===== src/hdl/gsq_pkg.sv =====
`timescale 1ns / 1ps
// Shared types, constants and LFSR helper functions for the Gold sequence QPSK core.
// Depends on nothing; used by the front, queue, back and top-level modules.
package gsq_pkg;

    localparam int LFSR_W = 31;
    localparam int SC_W   = 10;
    localparam int QUEUE_DEPTH = 4;
    localparam int QPTR_W = $clog2(QUEUE_DEPTH);

    typedef enum logic {
        FUNC_START = 1'b0,
        FUNC_STEP  = 1'b1
    } t_func;

    typedef logic [LFSR_W-1:0] t_lfsr;
    typedef logic [LFSR_W-1:0][LFSR_W-1:0] t_jump_matrix;

    typedef struct packed {
        t_func func;
        t_lfsr x2_init;
    } t_item;

    function automatic t_lfsr x1_step(input t_lfsr s);
        return {s[0] ^ s[3], s[LFSR_W-1:1]};
    endfunction

    function automatic t_lfsr x2_step(input t_lfsr s);
        return {s[0] ^ s[1] ^ s[2] ^ s[3], s[LFSR_W-1:1]};
    endfunction

    function automatic t_lfsr x1_advance(input t_lfsr s, input int n);
        t_lfsr v;
        v = s;
        for (int k = 0; k < n; k++) begin
            v = x1_step(v);
        end
        return v;
    endfunction

    function automatic t_lfsr x2_advance(input t_lfsr s, input int n);
        t_lfsr v;
        v = s;
        for (int k = 0; k < n; k++) begin
            v = x2_step(v);
        end
        return v;
    endfunction

    // Column j holds the x2 state reached from a lone one in bit j after n steps.
    function automatic t_jump_matrix x2_jump_matrix(input int n);
        t_jump_matrix mtx;
        t_lfsr unit;
        for (int j = 0; j < LFSR_W; j++) begin
            unit = '0;
            unit[j] = 1'b1;
            mtx[j] = x2_advance(unit, n);
        end
        return mtx;
    endfunction

endpackage


===== src/hdl/gsq_front.sv =====
`timescale 1ns / 1ps
// Front pipeline: accepts items, forms c_init for each item and jumps x2 ahead.
// Depends on gsq_pkg; feeds gsq_queue.
module gsq_front #(
    parameter int SKIP_OFFSET = 1600
) (
    input  logic               i_clk,
    input  logic               i_rst_n,
    input  logic               i_valid,
    output logic               o_ready,
    input  logic               i_func,
    input  logic [7:0]         i_frame_index,
    input  logic [7:0]         i_symbol_index,
    input  logic [15:0]        i_cell_identity,
    input  logic [1:0]         i_cp_type,
    output logic               o_push,
    output gsq_pkg::t_item     o_item,
    input  logic               i_full
);

    localparam gsq_pkg::t_jump_matrix JUMP = gsq_pkg::x2_jump_matrix(SKIP_OFFSET);

    logic                 r_v1, r_v2, r_v3;
    gsq_pkg::t_func       r_func1, r_func2, r_func3;
    logic [21:0]          r_prod;
    logic [17:0]          r_low;
    gsq_pkg::t_lfsr       r_cinit;
    gsq_pkg::t_lfsr       r_x2j;

    logic                 adv;
    logic [12:0]          term_a;
    logic [21:0]          term_b;
    logic [31:0]          cinit_sum;
    gsq_pkg::t_lfsr       n_x2j;

    assign adv     = !(r_v3 && i_full);
    assign o_ready = adv;
    assign o_push  = r_v3 && !i_full;
    assign o_item  = '{func: r_func3, x2_init: r_x2j};

    assign term_a    = 13'd15 * (13'(i_frame_index) + 13'd1) + 13'(i_symbol_index) + 13'd1;
    assign term_b    = {4'b0, i_cell_identity, 2'b01};
    assign cinit_sum = {r_prod, 10'b0} + {14'b0, r_low};

    always_comb begin
        n_x2j = '0;
        for (int j = 0; j < gsq_pkg::LFSR_W; j++) begin
            if (r_cinit[j]) begin
                n_x2j = n_x2j ^ JUMP[j];
            end
        end
    end

    always_ff @(posedge i_clk) begin
        if (!i_rst_n) begin
            r_v1 <= 1'b0;
            r_v2 <= 1'b0;
            r_v3 <= 1'b0;
        end else if (adv) begin
            r_v1 <= i_valid;
            r_v2 <= r_v1;
            r_v3 <= r_v2;
        end
    end

    always_ff @(posedge i_clk) begin
        if (adv) begin
            r_func1 <= gsq_pkg::t_func'(i_func);
            r_prod  <= 22'(22'(term_a) * term_b);
            r_low   <= {i_cell_identity, i_cp_type};
            r_func2 <= r_func1;
            r_cinit <= cinit_sum[gsq_pkg::LFSR_W-1:0];
            r_func3 <= r_func2;
            r_x2j   <= n_x2j;
        end
    end

endmodule


===== src/hdl/gsq_queue.sv =====
`timescale 1ns / 1ps
// Short FIFO that decouples the front pipeline from the sequence generator.
// Depends on gsq_pkg.
module gsq_queue (
    input  logic               i_clk,
    input  logic               i_rst_n,
    input  logic               i_push,
    input  gsq_pkg::t_item     i_item,
    output logic               o_full,
    input  logic               i_pop,
    output logic               o_valid,
    output gsq_pkg::t_item     o_item
);

    gsq_pkg::t_item                  r_mem [gsq_pkg::QUEUE_DEPTH];
    logic [gsq_pkg::QPTR_W-1:0]      r_wr, r_rd;
    logic [gsq_pkg::QPTR_W:0]        r_count;

    assign o_full  = (r_count == (gsq_pkg::QPTR_W+1)'(gsq_pkg::QUEUE_DEPTH));
    assign o_valid = (r_count != '0);
    assign o_item  = r_mem[r_rd];

    always_ff @(posedge i_clk) begin
        if (!i_rst_n) begin
            r_wr    <= '0;
            r_rd    <= '0;
            r_count <= '0;
        end else begin
            if (i_push) begin
                r_wr <= r_wr + 1'b1;
            end
            if (i_pop) begin
                r_rd <= r_rd + 1'b1;
            end
            if (i_push && !i_pop) begin
                r_count <= r_count + 1'b1;
            end else if (!i_push && i_pop) begin
                r_count <= r_count - 1'b1;
            end
        end
    end

    always_ff @(posedge i_clk) begin
        if (i_push) begin
            r_mem[r_wr] <= i_item;
        end
    end

endmodule


===== src/hdl/gsq_back.sv =====
`timescale 1ns / 1ps
// Sequence generator: holds both LFSRs and the subcarrier counter, drives the output register.
// Depends on gsq_pkg; pops items from gsq_queue.
module gsq_back #(
    parameter int SUBCARRIER_COUNT = 161,
    parameter int DC_INDEX         = 80,
    parameter int SKIP_OFFSET      = 1600
) (
    input  logic                         i_clk,
    input  logic                         i_rst_n,
    input  logic                         i_head_valid,
    input  gsq_pkg::t_item               i_head,
    output logic                         o_pop,
    output logic                         o_valid,
    input  logic                         i_ready,
    output logic                         o_i_bit,
    output logic                         o_q_bit,
    output logic                         o_is_dc,
    output logic [gsq_pkg::SC_W-1:0]     o_subcarrier_index,
    output logic                         o_last
);

    localparam gsq_pkg::t_lfsr X1_START = gsq_pkg::x1_advance(31'd1, SKIP_OFFSET);
    localparam logic [gsq_pkg::SC_W-1:0] LAST_IDX = gsq_pkg::SC_W'(SUBCARRIER_COUNT - 1);
    localparam logic [gsq_pkg::SC_W-1:0] DC_IDX   = gsq_pkg::SC_W'(DC_INDEX);

    gsq_pkg::t_lfsr               r_x1, r_x2;
    logic [gsq_pkg::SC_W-1:0]     r_m;
    logic                         r_active;
    logic                         r_o_valid;
    logic                         r_i_bit, r_q_bit, r_is_dc, r_last;
    logic [gsq_pkg::SC_W-1:0]     r_sc;

    logic                         is_dc, is_last;

    assign o_pop   = i_head_valid && (!r_o_valid || i_ready);
    assign is_dc   = (r_m == DC_IDX);
    assign is_last = (r_m == LAST_IDX);

    assign o_valid            = r_o_valid;
    assign o_i_bit            = r_i_bit;
    assign o_q_bit            = r_q_bit;
    assign o_is_dc            = r_is_dc;
    assign o_subcarrier_index = r_sc;
    assign o_last             = r_last;

    always_ff @(posedge i_clk) begin
        if (!i_rst_n) begin
            r_x1      <= 31'd1;
            r_x2      <= '0;
            r_m       <= '0;
            r_active  <= 1'b0;
            r_o_valid <= 1'b0;
        end else begin
            if (r_o_valid && i_ready) begin
                r_o_valid <= 1'b0;
            end
            if (o_pop) begin
                case (i_head.func)
                    gsq_pkg::FUNC_START: begin
                        r_x1     <= X1_START;
                        r_x2     <= i_head.x2_init;
                        r_m      <= '0;
                        r_active <= 1'b1;
                    end
                    gsq_pkg::FUNC_STEP: begin
                        if (r_active) begin
                            r_x1      <= gsq_pkg::x1_step(gsq_pkg::x1_step(r_x1));
                            r_x2      <= gsq_pkg::x2_step(gsq_pkg::x2_step(r_x2));
                            r_o_valid <= 1'b1;
                            r_i_bit   <= (r_x1[0] ^ r_x2[0]) && !is_dc;
                            r_q_bit   <= (r_x1[1] ^ r_x2[1]) && !is_dc;
                            r_is_dc   <= is_dc;
                            r_sc      <= r_m;
                            r_last    <= is_last;
                            if (is_last) begin
                                r_active <= 1'b0;
                                r_m      <= '0;
                            end else begin
                                r_m <= r_m + 1'b1;
                            end
                        end
                    end
                    default: begin
                        r_active <= r_active;
                    end
                endcase
            end
        end
    end

endmodule


===== src/hdl/gold_sequence_qpsk_reference_core.sv =====
`timescale 1ns / 1ps
// Top level of the Gold sequence QPSK reference generator with its register port.
// Depends on gsq_pkg, gsq_front, gsq_queue and gsq_back.
//
// Usage: program cell_identity (address 0) and cp_type (address 4) over the APB
// port while the block is idle. Each input transaction carries func, frame_index
// and symbol_index. A start transaction (func 0) seeds the Gold sequence for a
// symbol and gives no result; each step transaction (func 1) then gives one result
// transaction with the QPSK sign bits, the DC flag, the subcarrier index and a last
// mark. Steps before a start or after the last subcarrier are dropped silently.
// Throughput is one transaction per cycle in both directions while the receiver
// keeps ready high. A step passes through three front stages (multiplier, c_init
// adder, jump matrix), then the queue and then the output register before its
// result is presented. The jump over the skip offset is a constant matrix, so a
// start passes through the same stages as a step. When the receiver stalls, the
// output register holds its result, the four-entry queue fills behind it, and then
// the input ready falls. Reset clears the queue, the pipeline, the registers and the
// sequence state; the block is idle afterwards.
module gold_sequence_qpsk_reference_core #(
    parameter int SUBCARRIER_COUNT = 161,
    parameter int DC_INDEX         = 80,
    parameter int SKIP_OFFSET      = 1600
) (
    input  logic        i_clk,
    input  logic        i_rst_n,
    input  logic        i_valid,
    output logic        o_ready,
    input  logic        i_func,
    input  logic [7:0]  i_frame_index,
    input  logic [7:0]  i_symbol_index,
    output logic        o_valid,
    input  logic        i_ready,
    output logic        o_i_bit,
    output logic        o_q_bit,
    output logic        o_is_dc,
    output logic [9:0]  o_subcarrier_index,
    output logic        o_last,
    input  logic        psel,
    input  logic        penable,
    input  logic        pwrite,
    input  logic [2:0]  paddr,
    input  logic [31:0] pwdata,
    output logic [31:0] prdata,
    output logic        pready
);

    localparam logic REG_CELL_ID = 1'b0;
    localparam logic REG_CP_TYPE = 1'b1;
    localparam logic [9:0] LAST_IDX = 10'(SUBCARRIER_COUNT - 1);

    logic [15:0]     r_cell_identity;
    logic [1:0]      r_cp_type;
    logic            cfg_wr;
    logic            push, full, pop, head_valid;
    gsq_pkg::t_item  push_item, head_item;

    assign pready = 1'b1;
    assign cfg_wr = psel && penable && pwrite && pready;

    always_ff @(posedge i_clk) begin
        if (!i_rst_n) begin
            r_cell_identity <= '0;
            r_cp_type       <= '0;
        end else if (cfg_wr) begin
            case (paddr[2])
                REG_CELL_ID: r_cell_identity <= pwdata[15:0];
                REG_CP_TYPE: r_cp_type       <= pwdata[1:0];
                default:     r_cp_type       <= r_cp_type;
            endcase
        end
    end

    always_comb begin
        case (paddr[2])
            REG_CELL_ID: prdata = {16'b0, r_cell_identity};
            REG_CP_TYPE: prdata = {30'b0, r_cp_type};
            default:     prdata = '0;
        endcase
    end

    gsq_front #(
        .SKIP_OFFSET(SKIP_OFFSET)
    ) u_front (
        .i_clk          (i_clk),
        .i_rst_n        (i_rst_n),
        .i_valid        (i_valid),
        .o_ready        (o_ready),
        .i_func         (i_func),
        .i_frame_index  (i_frame_index),
        .i_symbol_index (i_symbol_index),
        .i_cell_identity(r_cell_identity),
        .i_cp_type      (r_cp_type),
        .o_push         (push),
        .o_item         (push_item),
        .i_full         (full)
    );

    gsq_queue u_queue (
        .i_clk  (i_clk),
        .i_rst_n(i_rst_n),
        .i_push (push),
        .i_item (push_item),
        .o_full (full),
        .i_pop  (pop),
        .o_valid(head_valid),
        .o_item (head_item)
    );

    gsq_back #(
        .SUBCARRIER_COUNT(SUBCARRIER_COUNT),
        .DC_INDEX        (DC_INDEX),
        .SKIP_OFFSET     (SKIP_OFFSET)
    ) u_back (
        .i_clk             (i_clk),
        .i_rst_n           (i_rst_n),
        .i_head_valid      (head_valid),
        .i_head            (head_item),
        .o_pop             (pop),
        .o_valid           (o_valid),
        .i_ready           (i_ready),
        .o_i_bit           (o_i_bit),
        .o_q_bit           (o_q_bit),
        .o_is_dc           (o_is_dc),
        .o_subcarrier_index(o_subcarrier_index),
        .o_last            (o_last)
    );

    a_index_in_range: assert property (@(posedge i_clk) disable iff (!i_rst_n)
        o_valid |-> (o_subcarrier_index <= LAST_IDX))
        else $error("subcarrier index beyond the last subcarrier");

    a_dc_zero: assert property (@(posedge i_clk) disable iff (!i_rst_n)
        (o_valid && o_is_dc) |-> (!o_i_bit && !o_q_bit))
        else $error("DC subcarrier carries nonzero sign bits");

    a_last_index: assert property (@(posedge i_clk) disable iff (!i_rst_n)
        o_valid |-> (o_last == (o_subcarrier_index == LAST_IDX)))
        else $error("last mark does not match the final subcarrier");

endmodule


===== config.mk =====
export PLATFORM = sky130hd
export DESIGN_NAME = gold_sequence_qpsk_reference_core
export DESIGN_NICKNAME = d
export VERILOG_FILES = /design/src/hdl/gsq_pkg.sv /design/src/hdl/gsq_front.sv /design/src/hdl/gsq_queue.sv /design/src/hdl/gsq_back.sv /design/src/hdl/gold_sequence_qpsk_reference_core.sv
export SDC_FILE = /design/constraint.sdc
export NUM_CORES = 1
export LEC_CHECK = 0
export ABC_AREA = 1
export BUFFER_PORTS_ARGS = -buffer_cell sky130_fd_sc_hd__buf_2
export CORE_MARGIN = 1
export CORE_UTILIZATION = 70
export CTS_BUF_LIST = sky130_fd_sc_hd__clkbuf_2 sky130_fd_sc_hd__clkbuf_4 sky130_fd_sc_hd__clkbuf_8
export DETAILED_ROUTE_END_ITERATION = 8
export GPL_TIMING_DRIVEN = 0
export HOLD_SLACK_MARGIN = 0.02
export PLACE_DENSITY_LB_ADDON = 0.25
export SLEW_MARGIN = 30
export SYNTH_ARGS = -nofsm -noshare
export SYNTH_HDL_FRONTEND = slang
export SYNTH_HIERARCHICAL = 1
export SYNTH_SLANG_ARGS = --single-unit

===== constraint.sdc =====
create_clock -name i_clk -period 24.4 [get_ports i_clk]
set_input_delay 1.22 -clock i_clk [delete_from_list [all_inputs] [get_ports i_clk]]
set_output_delay 1.22 -clock i_clk [all_outputs]
set_load 0.01 [all_outputs]

==> Word-level counts from Yosys, hierarchy flattened <==
Memory sizes are Yosys's and may differ from the RTL's. A register that Yosys moved wholly into a read port is not among the register bits.
Cells that the tools add are included.
{ "op_classes": {"n_eq_ne": 4, "n_addsub": 9, "mux": 52, "mul": 2, "reduce_logical": 23, "n_bitwise": 42} }
{ "op_table": {"columns": ["op", "n"], "rows": [
  ["$mux W31", 20],
  ["$pmux W31 S2", 2],
  ["$mux W30", 4],
  ["$mux W29", 3],
  ["$not A11 Y11", 6],
  ["$pmux W32 S2", 1],
  ["$mux W28", 2],
  ["$mux W27", 2],
  ["$not A18 Y18", 3],
  ["$not A9 Y9", 6],
  ["$mux W26", 2],
  ["$not A17 Y17", 3],
  ["$not A12 Y12", 3],
  ["$add A31 B18 Y31", 1],
  ["$not A10 Y10", 3],
  ["$not A14 Y14", 2],
  ["$mul A13 B18 Y21", 1],
  ["$mux W10", 2],
  ["$pmux W10 S2", 1],
  ["$not A19 Y19", 1],
  ["$not A16 Y16", 1],
  ["$not A15 Y15", 1],
  ["$add A13 B1 Y13 const B", 1],
  ["$add A13 B8 Y13", 1],
  ["other kinds (24)", 60]
]} }
{ "word_totals": {"mem_count": 1, "register_bits": 220, "wordCells": 158, "ramBits": 128} }
{ "memory_table": {"columns": ["name", "words", "word_bits", "read_ports", "rd_clocked_by_memory_dff", "wr", "line", "rtl"], "rows": [
  ["u_queue.r_mem", 4, 32, 1, 1, 1, "gsq_queue.sv:15", "gsq_pkg::t_item r_mem [gsq_pkg::QUEUE_DEPTH];"]
]} }

==> Depth between registers and ports, before layout <==
Gate-level depths: netlist of run 1.
{ "depth": {"depth_word": 61, "mapped_depth": 45} }

==> Hierarchy <==
The synthesis of run 1 kept the hierarchy.
{ "modules_own_cells": {"columns": ["mod", "area_each_um2", "n_inst", "seq_area_each_um2", "cells_each"], "rows": [
  ["gsq_front", 12841.1, 1, 3183.1, 1436],
  ["gsq_queue", 5222.5, 1, 4023.9, 368],
  ["gsq_back", 3793.6, 1, 1901.8, 461],
  ["gold_sequence_qpsk_reference_core", 1118.6, 1, 360.3, 173]
]} }

==> Least setup slack after synthesis of run 1 <==
OpenSTA, ideal clock, no wires.
{ "synth_path": {"path_kind": "input port to flip-flop", "startpoint": "in i_frame_index[1]", "endpoint": "reg u_front.r_prod[19] (data pin)", "path_buffers": 0, "stages": 41, "required_ns": 24.142, "arrival_ns": 8.360, "path_slack_ns": 15.783, "setup_time_ns": 0.258, "cell_sequence": "nand2_1 > nor2_1 > inv_1 > nor2_1 > inv_1 > nor2_1 > xor2_1 > xnor2_1 > inv_1 > ha_1 > inv_1 > fa_1 > fa_1 > inv_1 > ha_1 > nand2_1 > nand2_1 > a21oi_1 > [... 5 more ...] > fa_1 > inv_1 > fa_1 > inv_1 > fa_1 > fa_1 > inv_1 > fa_1 > inv_1 > ha_1 > nand2_1 > nor2_1 > nand3_1 > o2111ai_1 > a21oi_1 > nor2_1 > nor2_1 > xnor2_1"} }
{ "synth_via": {"elab_chain_cells": 5} }
{ "synth_lines": {"columns": ["item", "line", "rtl"], "rows": [
  ["start, declared", "gold_sequence_qpsk_reference_core.sv:29", "input logic [7:0] i_frame_index,"],
  ["$add A8 B1 Y9", "gsq_front.sv:41", "assign term_a = 13'd15 * (13'(i_frame_index) + 13'd1) + 13'(i_symbol_index) + 13'd1;"],
  ["$mul A4 B13 Y13", "gsq_front.sv:41", null],
  ["$add A13 B8 Y13", "gsq_front.sv:41", null],
  ["$add A13 B1 Y13", "gsq_front.sv:41", null],
  ["$mul A13 B18 Y21", "gsq_front.sv:69", "r_prod <= 22'(22'(term_a) * term_b);"],
  ["end signal, assigned", "gsq_front.sv:69", null],
  ["end, declared", "gsq_front.sv:25", "logic [21:0] r_prod;"]
]} }
No other way between the ends.
A chain may end at the register's enable or synchronous reset.

==> Worst setup path in the final report of run 1 <==
{ "layout_path": {"startpoint": "in i_frame_index[0]", "endpoint": "reg u_front.r_prod[20] (data pin)"} }
Same word-level chain as after synthesis.

==> summary.md, run 1 <==
| Metric | Value |
|---|---|
| Clock Sinks | 350 |
| Post-synth cell types | 48 |
| H-tree depth | 2 |
| FF+latch count, synth | 350 |
| Area leader, netlist | edfxtp_1 |
| Total Routed Length | 51.7 mm |
| First-pass GRT wire length | 83.6 mm |
| Critical Path Slowest Stage Cell | xor2_1 |
| Die Area | 33600 um2 |
| Share of layout cells above drive strength 1 | 0.118 |
| Total of max-cap violations | 0 |
| Mean Syn Cell Area | 9.42 um2 |
| Synthesis Warnings | 6 |
| Row count | 65 |
| Iteration-0 DRC Markers | 1285 |
| Switch share | 0.442 |
| Final Skew | 0.0331 ns |
| Data arrival, critical path | 9.56 ns |
| Tot Pwr | 3.33 mW |
| Synth top cells by count | 415 x nand2_1, 391 x inv_1, 246 x edfxtp_1, 220 x nor2_1, 159 x xnor2_1 |
| Seq pwr share | 0.283 |
| Die span in x | 183 um |
| Psw | 1.47 mW |
| Starting Density | 0.719 |
| Clk pwr share | 0.154 |
| Combinational cell fraction of total power | 0.563 |
| Drt wl/cell | 16.9 um |
| Bufs on Longest Clock Path | 3 |
| Synth-to-Final Area Change | 9.62% |
| Post_cts resized | 0 |
| Gr usage total | 0.318 |
| First-pass detailed-route iteration total | 5 |
| Worst-path clk slew | 0.06 ns |
| Largest net degree at the start of global routing | 55 |
| Maximum VDD drop | 0.0000818 V |
| Setup_tns | 0 ns |
| Hold Buf Count CTS | 0 |
| Async S/R FF share, synth | 0 |
| Cell Area, Synth | 23000 um2 |
| Post-synth EDFFs | 246 |
| Pleak | 11.0 nW |
| CTS tree | yes |
| Crit path largest cell delay | 0.60 ns |
| Unrepaired setup endpoints after global routing | no |
| Final worst-path cycle share | 0.379 |
| Final net count | 2870 |
| GRT overflow | 0 |
| Crit-path max FO | 7 |
| Outcome | complete, no violations |
| Kind of critical path | in -> reg |
| Routability congestion estimate | 0.961 |
| Initial antenna violation count | 1 |
| Die height | 183 um |
| Post-route minimum period | 9.25 ns |
| Top-Level Pins | 108 |
| Crit path top cell by count | inv_1 |
| Syn Inst Count | 2438 |
| GRT met3 Usage | 0.0290 |
| Post-synthesis sequential area ratio | 0.412 |
| Vias in the first global route | 17400 |
| # setup viols final | 0 |
| CTS root buf | clkbuf_8 |
| Endpoints failing hold | 0 |
| Port Buffers | 72 |
| CP startpoint kind | input pin |
| Hold crit path type | reg -> reg |
| Skew-Pair Late Insertion Delay | 0.60 ns |
| Synth top area share | 0.322 |
| ANT cells | 0 |
| Post-CTS setup buffers | 0 |
| DRC viols | 0 |
| Most area-consuming cells after synthesis | edfxtp_1 32%, fa_1 12%, dfxtp_1 9.1% |
| GRT met1 Usage | 0.352 |
| Pwr/cell area | 132 nW/um2 |
| Worst slew pin tran | 0.803 ns |
| Required @ worst endpoint | 24.71 ns |
| Highest clock rate | 108 MHz |
| Via density | 5.49 |
| Most common cell in the synthesized netlist | nand2_1 |
| HPWL reported at the end of detailed placement | 39.0 mm |
| Gr busiest metal | met2 |
| Fin. max-slew vios | 0 |
| Vias | 16800 |
| Global routing usage on met2 | 0.605 |
| Ys flop type | edfxtp_1 |
| CTS buffer count | 55 |
| Core area | 32000 um2 |
| Rel. slew slack | 0.464 |
| Post-DRT Antenna Nets | 0 |
| CP Capture Type | flip-flop |
| Pint | 1.86 mW |
| Worst R2R Setup Slack | 18.70 ns |
-- routing by layer --
metal | wire (um) | vias to the layer above
met2 | 27600 | 639
met3 | 2620 | 159
met4 | 2420 | 2
met5 | 15 | -
met1 | 19100 | 8056
li1 | - | 7968
-- registers in the layout (all words and copies together) (netlist names), 16 cells and up, named ones only --
| name | count |
|---|---|
| u_queue/r_mem | 128 |
| u_back/r_x1 | 31 |
| u_back/r_x2 | 31 |
| u_front/r_cinit | 31 |
| u_front/r_x2j | 31 |
| u_front/r_prod | 21 |
| u_front/r_low | 18 |
| r_cell_identity | 16 |
-- logic make-up after synthesis --
logic type                 after synthesis  synth area share
buffers and inverters                  516            0.0973
xor gates and xnor gates               285             0.112
adders and majority gates              227             0.168
DFF                                    350             0.412
AOI/OAI and AO/OA                      284            0.0707
other                                    2          0.000327
and+or+nand+nor                        774             0.139
-- per-stage QoR --
step / area, um2 / hold slack [ns] / cells / util / setup WS [ns]
2_1_floorplan: 23000 / 0.400 / 2453 / - / 15.78
3_3_place_gp: 23900 / 0.401 / 2960 / 0.749 / 14.78
3_5_place_dp: 24000 / 0.406 / 2962 / 0.751 / 14.68
4_1_cts: 25200 / 0.414 / 3066 / 0.788 / 15.28
5_1_grt: 25200 / 0.425 / 3066 / 0.788 / 14.70
6_report: 25200 / 0.415 / 3066 / 0.788 / 15.15
-- layout by cell type, fill, tap and decap left out, types with 47 or more instances in the layout --
master    count
xor2_1      117
buf_2        96
edfxtp_1    246
nand3_1      86
nor2_1      220
nand2_1     414
inv_1       387
clkbuf_8     66
a21oi_1      59
dfxtp_1     104
fa_1        137
o21ai_0      93
xnor2_1     159
ha_1         90
clkbuf_1     47
-- area by class of cell --
cell class	count	area, um2
Multi-Input combinational cell	1587	11300
Sequential cell	350	9470
Fill cell	2125	6780
Inverter	396	1500
Clock buffer	86	1060
Buffer	120	739
Tap cell	435	544
Timing Repair Buffer	74	408
Clock inverter	18	136
-- path summary, 6_finish.rpt --
check | startpoint | endpoint | cells after the start
worst max-delay path | i_frame_index[0] | u_front/r_prod[20] | 40
worst min-delay path | u_front/r_low[0] | u_front/r_cinit[0] | 0
worst max register to register | r_cell_identity[2] | u_front/r_prod[19] | 19
worst min register to register | u_front/r_low[0] | u_front/r_cinit[0] | 0
-- power groups by stage --
stage / Sequential (mW) / Clock [mW] / Combinational (mW)
CTS: 0.943 / 0.523 / 1.85
global placement: 0.945 / 0 / 1.77
finish: 0.944 / 0.514 / 1.88
detailed placement: 0.954 / 0 / 1.84
floorplan: 0.924 / 0 / 1.41
global route: 0.955 / 0.548 / 2.05
-- worst max-delay path: cells and delay by family --
| kind | cells | cell delay [ns] |
|---|---|---|
| adders and majority gates | 10 | 4.37 |
| and+or+nand+nor | 11 | 1.11 |
| buffers and inverters | 12 | 1.08 |
| AOI/OAI and AO/OA | 5 | 0.99 |
| xor gates and xnor gates | 2 | 0.80 |
No activity file was read; power rests on OpenSTA's default activity.
==> inputs of run 2 (changes only) <==
--- a/config.mk
+++ b/config.mk
@@ -5,10 +5,10 @@
 export SDC_FILE = /design/constraint.sdc
 export NUM_CORES = 1
 export LEC_CHECK = 0
-export ABC_AREA = 1
+export ABC_AREA = 0
 export BUFFER_PORTS_ARGS = -buffer_cell sky130_fd_sc_hd__buf_2
 export CORE_MARGIN = 1
-export CORE_UTILIZATION = 70
+export CORE_UTILIZATION = 64
 export CTS_BUF_LIST = sky130_fd_sc_hd__clkbuf_2 sky130_fd_sc_hd__clkbuf_4 sky130_fd_sc_hd__clkbuf_8
 export DETAILED_ROUTE_END_ITERATION = 8
 export GPL_TIMING_DRIVEN = 0
==> constraint.sdc (replaced) <==
create_clock -name i_clk -period 9.4 [get_ports i_clk]
set_input_delay 0.47 -clock i_clk [delete_from_list [all_inputs] [get_ports i_clk]]
set_output_delay 0.47 -clock i_clk [all_outputs]
set_load 0.01 [all_outputs]
==> summary.md, run 2 <==
| Metric | Value |
|---|---|
| ANT cells | 0 |
| Share of layout cells above drive strength 1 | 0.157 |
| Iteration-0 DRC Markers | 668 |
| Fin. max-slew vios | 0 |
| Starting Density | 0.655 |
| Maximum VDD drop | 0.000205 V |
| Post-DRT Antenna Nets | 0 |
| Synth-to-Final Area Change | 11.8% |
| Clock Sinks | 350 |
| CTS root buf | clkbuf_8 |
| Core area | 32700 um2 |
| Bufs on Longest Clock Path | 3 |
| Drt wl/cell | 17.8 um |
| Initial antenna violation count | 0 |
| Unrepaired setup endpoints after global routing | no |
| Setup_tns | 0 ns |
| Launch point of the worst path | i_frame_index[0] |
| Post-Layout Cell Count | 2427 |
| Pwr/cell area | 313 nW/um2 |
| Post-synth cell types | 74 |
| Outcome | complete, no violations |
| Worst R2R Setup Slack | 3.02 ns |
| Crit path top cell by count | fa_1 |
| Post-route minimum period | 9.07 ns |
| Vias | 13200 |
| Synth top area share | 0.345 |
| # fillers | 2229 |
| Skew-Pair Late Insertion Delay | 0.56 ns |
| Synth Area in Simple Gates | 0.0935 |
| CP startpoint kind | input pin |
| Post-synth EDFFs | 246 |
| GRT overflow | 0 |
| FF+latch count, synth | 350 |
| Die span in x | 185 um |
| Worst-path clk slew | 0.06 ns |
| # setup viols final | 0 |
| Hold Buf Count CTS | 0 |
| Post-Synth Adder-Cell Area | 0.181 |
| Via density | 5.45 |
| Final net count | 2230 |
| CP Capture Type | flip-flop |
| DRC viols | 0 |
| Largest register FFs | 128 |
| Total of max-cap violations | 0 |
| Vias in the first global route | 13900 |
| Final core occ | 0.732 |
| Syn Inst Count | 1794 |
| Placed Cells | 2328 |
| Ys flop type | edfxtp_1 |
| Area occupied by multi-input gates | 10900 um2 |
| Final worst-path cycle share | 0.965 |
| Register name with the most flops | u_queue/r_mem |
| Port Buffers | 71 |
| Compound-Gate Fraction of Synth Area | 0.0523 |
| Pleak | 9.89 nW |
| Post-Synth XOR/XNOR Area | 0.108 |
| H-tree depth | 2 |
| Synth top cells by count | 246 x edfxtp_1, 219 x inv_1, 182 x nand2_1, 179 x xnor2_1, 137 x fa_1 |
| Row count | 66 |
| Worst r2r src | r_cell_identity[7] |
| Data arrival, critical path | 9.36 ns |
| Area leader, netlist | edfxtp_1 |
| Mean Syn Cell Area | 11.9 um2 |
| CTS tree | yes |
| Post-synthesis mux area share | 0.0590 |
| Gr usage total | 0.264 |
| Crit path largest cell delay | 0.58 ns |
| Die Area | 34200 um2 |
| First-pass GRT wire length | 69.4 mm |
| Worst slack, placed | -1.37 ns |
| Total Routed Length | 43.2 mm |
| Final Skew | 0.0282 ns |
| Critical Path Slowest Stage Cell | fa_1 |
| Largest family of logic cells by synthesized area | adder cells |
| First-pass detailed-route iteration total | 5 |
| Cell Area, Synth | 21400 um2 |
| Most area-consuming cells after synthesis | edfxtp_1 35%, fa_1 13%, dfxtp_1 9.7% |
| RR Endpoint | u_front/r_prod[20] |
| Most frequent cells in the layout | 246 x edfxtp_1, 217 x inv_1, 181 x nand2_1 |
| Setup crit end | u_front/r_prod[20] |
| Final worst slack | 0.330 ns |
| HPWL reported at the end of detailed placement | 32.6 mm |
| WHS | 0.107 ns |
| Reg2Reg Depth | 18 |
| Largest net degree at the start of global routing | 55 |
| CTS buffer count | 51 |
| Top-Level Pins | 108 |
| Kind of critical path | in -> reg |
| Sequential cell area | 9470 um2 |
| Worst slew pin tran | 0.720 ns |
| Endpoints failing hold | 0 |
| Highest clock rate | 110 MHz |
| Die height | 185 um |
| Required @ worst endpoint | 9.69 ns |
| Crit-path max FO | 7 |
| Synthesis Warnings | 6 |
| Post-synthesis sequential area ratio | 0.442 |
| Commonest non-fill, non-tap cell in the layout | edfxtp_1 |
| Routability congestion estimate | 0.941 |
| Async S/R FF share, synth | 0 |
| Hold crit path type | in -> reg |
| Rel. slew slack | 0.519 |
| Most common cell in the synthesized netlist | edfxtp_1 |
-- run 2: report_power, final --
| part | switching (mW) | internal, mW | total (mW) |
|---|---|---|---|
| Sequential | 0.221 | 2.19 | 2.41 |
| Clock | 0.549 | 0.755 | 1.30 |
| Combinational | 2.12 | 1.65 | 3.78 |
| Total | 2.89 | 4.60 | 7.49 |
-- run 2: area by class of cell --
cell class	instances	area share
buffer	86	0.0219
clock buffer	77	0.0396
clock inverter	17	0.00779
inverter	222	0.0348
multi-input combinational	1149	0.454
sequential	350	0.396
tap	442	0.0231
timing repair buffer	84	0.0234
-- run 2: critical path: cells and delay by family --
kind,cells,cell delay (ns)
fa+ha+maj,10,4.11
xor+xnor,12,2.87
buf+inv,5,0.49
simple gates,1,0.19
compound gates,6,1.24
-- run 2: cells by family after synthesis --
group           count (synthesis)
compound gates                153
xor+xnor                      255
fa+ha+maj                     227
buf+inv                       310
flops                         350
mux                            85
other cells                     2
simple gates                  412
-- run 2: repair_timing --
item,4_1_cts,5_1_grt
pin swaps,8,11
endpoints found under the setup margin,1,1
buffers inserted,4,3
gates resized for setup,18,27
-- run 2: worst min-delay path by stage --
stage / cells past startpoint / from / end / slack [ns]
after CTS: 1 / i_func / u_front/r_func1 / 0.08
final: 1 / i_func / u_front/r_func1 / 0.11
after floorplan: 0 / u_front/r_low[0] / u_front/r_cinit[0] / 0.40
after detailed placement: 0 / u_front/r_low[2] / u_front/r_cinit[2] / 0.41
after global placement: 0 / u_front/r_low[8] / u_front/r_cinit[8] / 0.40
after global routing: 1 / i_func / u_front/r_func1 / 0.08
-- run 2: routing by layer --
metal | share of wire | global-route usage | wire length, um | vias to the layer above
li1 | - | - | - | 6247
met1 | 0.38 | 0.297 | 16500 | 6600
met2 | 0.55 | 0.507 | 23600 | 298
met3 | 0.036 | 0.0299 | 1540 | 90
met4 | 0.035 | 0.101 | 1520 | 0
met5 | 0 | 0 | 0 | -
-- run 2: through the flow --
step | power [mW] | cell area [um2]
final | 7.49 | 23900
after global routing | 7.98 | 23900
after CTS | 7.44 | 23800
after detailed placement | 6.05 | 22500
after global placement | 5.94 | 22400
after floorplan | 5.18 | 21500
==> inputs of run 3 (changes only) <==
--- a/config.mk
+++ b/config.mk
@@ -14,6 +14,7 @@
 export GPL_TIMING_DRIVEN = 0
 export HOLD_SLACK_MARGIN = 0.02
 export PLACE_DENSITY_LB_ADDON = 0.25
+export REMOVE_ABC_BUFFERS = 1
 export SLEW_MARGIN = 30
 export SYNTH_ARGS = -nofsm -noshare
 export SYNTH_HDL_FRONTEND = slang
==> summary.md, run 3 (synthesis results as in run 2) <==
| Metric | Value |
|---|---|
| Fin. max-slew vios | 0 |
| Kind of critical path | in -> reg |
| Critical Path Slowest Stage Cell | fa_1 |
| Tot Pwr | 7.57 mW |
| Via density | 5.50 |
| GRT overflow | 0 |
| # setup viols final | 0 |
| Total of max-cap violations | 0 |
| # fillers | 2189 |
| HPWL reported at the end of detailed placement | 29.9 mm |
| CP startpoint kind | input pin |
| Skew-Pair Late Insertion Delay | 0.66 ns |
| Gr usage total | 0.253 |
| Share of layout cells above drive strength 1 | 0.147 |
| Top-Level Pins | 108 |
| Port Buffers | 72 |
| Pleak | 9.72 nW |
| Register name with the most flops | u_queue/r_mem |
| Sequential cell area | 9470 um2 |
| DRC viols | 0 |
| Largest net degree at the start of global routing | 59 |
| Maximum VDD drop | 0.000355 V |
| Launch point of the worst path | i_frame_index[0] |
| First-pass detailed-route iteration total | 4 |
| Switch share | 0.396 |
| Most frequent cells in the layout | 246 x edfxtp_1, 219 x inv_1, 181 x nand2_1 |
| Final core occ | 0.723 |
| Iteration-0 DRC Markers | 732 |
| Initial antenna violation count | 0 |
| Die height | 185 um |
| Drt wl/cell | 18.0 um |
| Largest register FFs | 128 |
| Bufs on Longest Clock Path | 3 |
| Data arrival, critical path | 9.46 ns |
| Outcome | complete, no violations |
| Routability congestion estimate | 0.883 |
| CP Capture Type | flip-flop |
| Psw | 2.99 mW |
| Die span in x | 185 um |
| Clock Sinks | 350 |
| Highest clock rate | 110 MHz |
| Seq pwr share | 0.324 |
| Total Routed Length | 42.5 mm |
| First-pass GRT wire length | 66.3 mm |
| RR Endpoint | u_front/r_prod[19] |
| Area occupied by multi-input gates | 10800 um2 |
| CTS buffer count | 56 |
| Post-DRT Antenna Nets | 0 |
| Vias in the first global route | 13400 |
| Synth-to-Final Area Change | 10.4% |
| Final Skew | 0.0612 ns |
| Worst R2R Setup Slack | 3.23 ns |
| Vias | 13000 |
| Starting Density | 0.655 |
| Combinational cell fraction of total power | 0.492 |
| Worst slack, placed | -1.18 ns |
| Final worst-path cycle share | 0.965 |
| Pwr/cell area | 320 nW/um2 |
| Crit-path max FO | 7 |
| Worst r2r src | r_cell_identity[5] |
| Crit path largest cell delay | 0.53 ns |
| H-tree depth | 2 |
| Final net count | 2158 |
| Setup crit end | u_front/r_prod[20] |
| Die Area | 34200 um2 |
| Rel. slew slack | 0.347 |
| Final worst slack | 0.332 ns |
| Worst slew pin tran | 0.979 ns |
| Reg2Reg Depth | 19 |
| Endpoints failing hold | 0 |
| Hold crit path type | in -> reg |
| Worst-path clk slew | 0.06 ns |
| Core area | 32700 um2 |
| CTS root buf | clkbuf_8 |
| Required @ worst endpoint | 9.79 ns |
| Pint | 4.57 mW |
| ANT cells | 0 |
| Crit path top cell by count | fa_1 |
| Row count | 66 |
| CTS tree | yes |
| Commonest non-fill, non-tap cell in the layout | edfxtp_1 |
| WHS | 0.0711 ns |
| Clk pwr share | 0.184 |
| Post-route minimum period | 9.07 ns |
## run 3: worst min path at each step
stage,startpoint,to,slack (ns),cells after the start
6_report,pwdata[12],r_cell_identity[12],0.07,3
5_1_grt,pwdata[12],r_cell_identity[12],0.05,3
4_1_cts,pwdata[12],r_cell_identity[12],0.02,3
3_5_place_dp,u_front/r_low[0],u_front/r_cinit[0],0.40,0
3_3_place_gp,u_front/r_func2,u_front/r_func3,0.40,0
2_1_floorplan,u_front/r_low[0],u_front/r_cinit[0],0.40,0
## run 3: worst max-delay path: cells and delay by family
family / cells / cell delay, ns
AOI/OAI and AO/OA: 6 / 1.20
and+or+nand+nor: 1 / 0.16
buffers and inverters: 6 / 0.66
adders and majority gates: 10 / 4.13
xor gates and xnor gates: 12 / 2.80
## run 3: metal layers
layer	share of wire	GRT usage	vias up
met1	0.39	0.293	6447
met5	0	0	-
li1	-	-	6106
met3	0.050	0.0389	86
met2	0.52	0.461	341
met4	0.034	0.115	0
## run 3: repair_timing
item                                    in CTS  in global routing
endpoints found under the setup margin       1                  1
buffers inserted                             4                  0
hold buffers                                 8                  0
pin swaps                                    4                  8
hold endpoints to repair                     8                  0
gates resized for setup                     10                 19
## run 3: area by class of cell
| cell class | count | share of cell area |
|---|---|---|
| Multi-Input combinational cell | 1149 | 0.459 |
| Sequential cell | 350 | 0.401 |
| Clock buffer | 83 | 0.0433 |
| Inverter | 222 | 0.0354 |
| Timing Repair Buffer | 93 | 0.0297 |
| Tap cell | 442 | 0.0234 |
| Clock inverter | 21 | 0.00868 |
## run 3: per-stage QoR
stage	instance area [um2]	cells	TNS, ns
final	23600	2360	0
after global routing	23600	2360	-0.0512
after CTS	23500	2360	0
after detailed placement	22100	2244	-1.23
after global placement	21900	2235	-1.55
after floorplan	20900	1721	0
## run 3: power groups by stage
stage               clock, mW  combinational, mW  sequential, mW
floorplan                   0               2.65            2.42
global placement            0               3.45            2.50
detailed placement          0               3.62            2.48
CTS                      1.42               3.68            2.45
global route             1.49               4.03            2.49
finish                   1.39               3.72            2.45
